## src/sv/assert_macros.svh

```systemverilog
// Assertion macros shared by the RTL.
`ifndef ASSERT_MACROS_SVH
`define ASSERT_MACROS_SVH
// Implication checked on every rising clock edge outside reset.
`define ASSERT_IMPL(label, clk, rst_n, ante, cons, msg) \
    label: assert property (@(posedge clk) disable iff (!rst_n) (ante) |-> (cons)) \
        else $error(msg);
// Next-cycle implication checked outside reset.
`define ASSERT_NEXT(label, clk, rst_n, ante, cons, msg) \
    label: assert property (@(posedge clk) disable iff (!rst_n) (ante) |=> (cons)) \
        else $error(msg);
`endif

```

## src/sv/sm83_ram.sv

```systemverilog
// Generic single-port RAM with registered read.
`timescale 1ns / 1ps
module sm83_ram #(
    parameter int WIDTH = 8,
    parameter int DEPTH = 256
) (
    input  logic                     i_clk,
    input  logic                     i_we,
    input  logic [$clog2(DEPTH)-1:0] i_addr,
    input  logic [WIDTH-1:0]         i_wdata,
    output logic [WIDTH-1:0]         o_rdata
);
    logic [WIDTH-1:0] r_mem [DEPTH];
    always_ff @(posedge i_clk) begin
        if (i_we) begin
            r_mem[i_addr] <= i_wdata;
        end
        o_rdata <= r_mem[i_addr];
    end
endmodule

```

## config.mk

```make
export PLATFORM = sky130hd
export DESIGN_NAME = sm83_ram
export DESIGN_NICKNAME = d
export VERILOG_FILES = /design/src/sv/assert_macros.svh /design/src/sv/sm83_ram.sv
export SDC_FILE = /design/constraint.sdc
export NUM_CORES = 2
export LEC_CHECK = 0
export ABC_AREA = 1
export BUFFER_PORTS_ARGS = -buffer_cell sky130_fd_sc_hd__buf_2
export CAP_MARGIN = 10
export CORE_UTILIZATION = 50
export CTS_CLUSTER_DIAMETER = 100
export DETAILED_ROUTE_END_ITERATION = 7
export HOLD_SLACK_MARGIN = 0.12
export PLACE_DENSITY = 0.61
export SLEW_MARGIN = 20
export SYNTH_ARGS = -nofsm -noshare
export SYNTH_HDL_FRONTEND = slang
export SYNTH_SLANG_ARGS = --single-unit
export TNS_END_PERCENT = 5
```

## constraint.sdc

```tcl
create_clock -name i_clk -period 3.8 [get_ports i_clk]
set_input_delay 0.19 -clock i_clk [delete_from_list [all_inputs] [get_ports i_clk]]
set_output_delay 0.19 -clock i_clk [all_outputs]
set_load 0.03 [all_outputs]
```

==> flow_summary.json <==
{
  "grtUsageTotal_pct": 27.1,
  "tritoncts_buffer_count": 208,
  "hold_path_class": "input port to register",
  "initial_core_util_pct": 50.6,
  "cts.sink_count": 2056,
  "ys_warn_count": 0,
  "vias_per_cell": 5.39,
  "tritoncts": "built",
  "result_of_the_run": "complete, no violations",
  "post-route-drc-count": 0,
  "ys_ff_latch": 2056,
  "placementRows": 150,
  "grt_pass1_wl_mm": 344,
  "regToRegSetupSlack_ps": 1360,
  "placement.cell_area_mm2": 0.0884,
  "finalWorstPathRequiredPeriod_ps": 2750,
  "detail_route.wl_per_cell_um": 22.1,
  "final_max_slew_viol_count": 0,
  "avgSynthCellArea_um2": 10.6,
  "floorplan.core_area_mm2": 0.168,
  "max_cap_viol_count": 0,
  "timing.setup.critical_path_class": "input port to register",
  "area.growth.synth_to_final_pct": 12.4,
  "drtPass1Iterations": 5,
  "start_kind": "input port",
  "detail-route-antenna-nets": 0,
  "synth_nets": 8039,
  "synthesis.instances": 8021,
  "timing.hold.ws_ps": 195,
  "power_density_mw_per_mm2": 507,
  "drive_above_1_share_pct": 6.94,
  "relSlewSlack_pct": 18.8,
  "via_count": 56400,
  "die-height_um": 414,
  "grt_setup_unrepaired": "no",
  "wl_mm": 231,
  "number_of_antenna_violations_at_the_first_check_in_global_routing": 2,
  "ioPinCount": 26,
  "tns_ps": 0,
  "worst_slew_pin_slew_ps": 1210,
  "p_leak_uw": 0.0379,
  "cts-root-to-sink-buffers": 3,
  "dp_hpwl_mm": 134,
  "drt_iter0_drcs": 5823,
  "fin_worst_skew_ps": 24.2,
  "ys_seq_area_share_pct": 72.7,
  "cts-root-buf": "clkbuf_16",
  "routabilityCongestion": 0.877,
  "power.total_uw": 48400,
  "clkSlewWorstSetupHoldPaths_ps": 60,
  "die_width_um": 414,
  "endpoint_arrival_time_on_the_critical_path_ps": 3220,
  "grt_overflow_total": 0,
  "critPathMaxFanout": 16,
  "grt_start_max_net_pins": 165,
  "crit_path_end_kind": "register",
  "finalInstanceArea_mm2": 0.0954,
  "number_of_distinct_library_cells_after_synthesis": 18,
  "io_buffer_count": 25,
  "final_hold_viol_count": 0,
  "h-tree-depth": 4,
  "worst_ep_required_time_ps": 4270,
  "final-setup-viol-count": 0,
  "die-area_mm2": 0.171,
  "cell_area_after_synthesis_mm2": 0.0849,
  "clock_latency_ps": 860,
  "vias_in_the_first_global_route": 53900,
  "peakVddDrop_uv": 520,
  "postCtsResizedCells": 0,
  "timing.final.crit_share_pct": 72.3,
  "nets": 8100,
  "clock.fmax_ghz": 0.364
}
cell type report:
type                       count  area [um^2]
sequential                  2056        61700
clock buffer                 258         5450
multi-input combinational   5513        21300
timing repair buffer         268         2690
antenna                        8         20.0
tap                         2204         2760
clock inverter               131         1370
inverter                      35          165
fill                       14200        72400
worst max-delay path: stages:
cell and delay [ps]:
dlygate4sd3_1 570, buf_2 180, inv_1 90, nand2_1 270
inv_1 360, nand2_1 540, nor2_1 970
metal layers:
| layer | global-route usage [%] | up-vias | share of wire, % |
|---|---|---|---|
| li1 | - | 26500 | - |
| met1 | 37.8 | 27400 | 42 |
| met2 | 43.5 | 2144 | 48 |
| met3 | 4.12 | 372 | 7.3 |
| met4 | 9.20 | 0 | 3.1 |
| met5 | 0 | - | 0 |
sequential cells by signal (all words and copies together), names as in the netlist:
| signal | count |
|---|---|
| o_rdata | 8 |
| r_mem | 2048 |
synthesized netlist by cell type:
| library cell | count | area share [%] |
|---|---|---|
| buf_1 | 52 | 0.23 |
| edfxtp_1 | 2048 | 72 |
| clkbuf_1 | 170 | 0.75 |
| buf_4 | 6 | 0.053 |
| nand2_4 | 1 | 0.013 |
| nand2_1 | 4770 | 21 |
| dfxtp_1 | 8 | 0.19 |
| nand3_1 | 188 | 1.1 |
| buf_6 | 7 | 0.093 |
| inv_2 | 2 | 0.0089 |
| inv_4 | 2 | 0.015 |
| nor2_8 | 1 | 0.024 |
| a21oi_1 | 32 | 0.19 |
| o21ai_1 | 119 | 0.70 |
| inv_1 | 31 | 0.14 |
| o21ai_0 | 41 | 0.24 |
| nor2_1 | 361 | 1.6 |
| buf_2 | 182 | 1.1 |
worst paths after layout:
path,from,end,depth (start not counted)
worst max-delay path,i_addr[6],r_mem[137][6],7
worst min-delay path,i_we,r_mem[168][0],3
worst min register to register,r_mem[175][6],o_rdata[6],10
worst max register to register,r_mem[237][5],o_rdata[5],13
metrics by stage:
step	utilization, %	setup WS, ps	cells
6_report	56.9	1050	10500
3_3_place_gp	52.7	408	10100
2_1_floorplan	-	1770	8021
3_5_place_dp	52.7	421	10100
5_1_grt	56.8	972	10500
4_1_cts	56.8	1180	10500
power by group:
part	switching, uW	internal (uW)
registers	24.4	25000
clock network	8780	11800
logic	2140	652
layout by cell type (no fill, tap or decap), types with 41 or more instances in the layout:
| master | instances |
|---|---|
| nand3_1 | 188 |
| clkinv_1 | 55 |
| clkbuf_1 | 45 |
| clkbuf_16 | 209 |
| nor2_1 | 355 |
| nand2_1 | 4756 |
| edfxtp_1 | 2048 |
| o21ai_0 | 41 |
| o21ai_1 | 119 |
| buf_4 | 182 |
| buf_12 | 49 |
cells by family (layout without fill, tap and decap cells):
family	Yosys count	count (layout)	share of synthesized area, %
other	0	8	0
flip-flops	2056	2056	72.7
AND/OR/NAND/NOR	5321	5321	23.8
buffers and inverters	452	692	2.36
AO/OA/AOI/OAI	192	192	1.13
what timing repair did:
action | CTS | global route
buffers inserted | 0 | 0
hold buffers | 12 | 0
endpoints found under the hold margin | 772 | 0
Power figures use the tool's default switching activity.
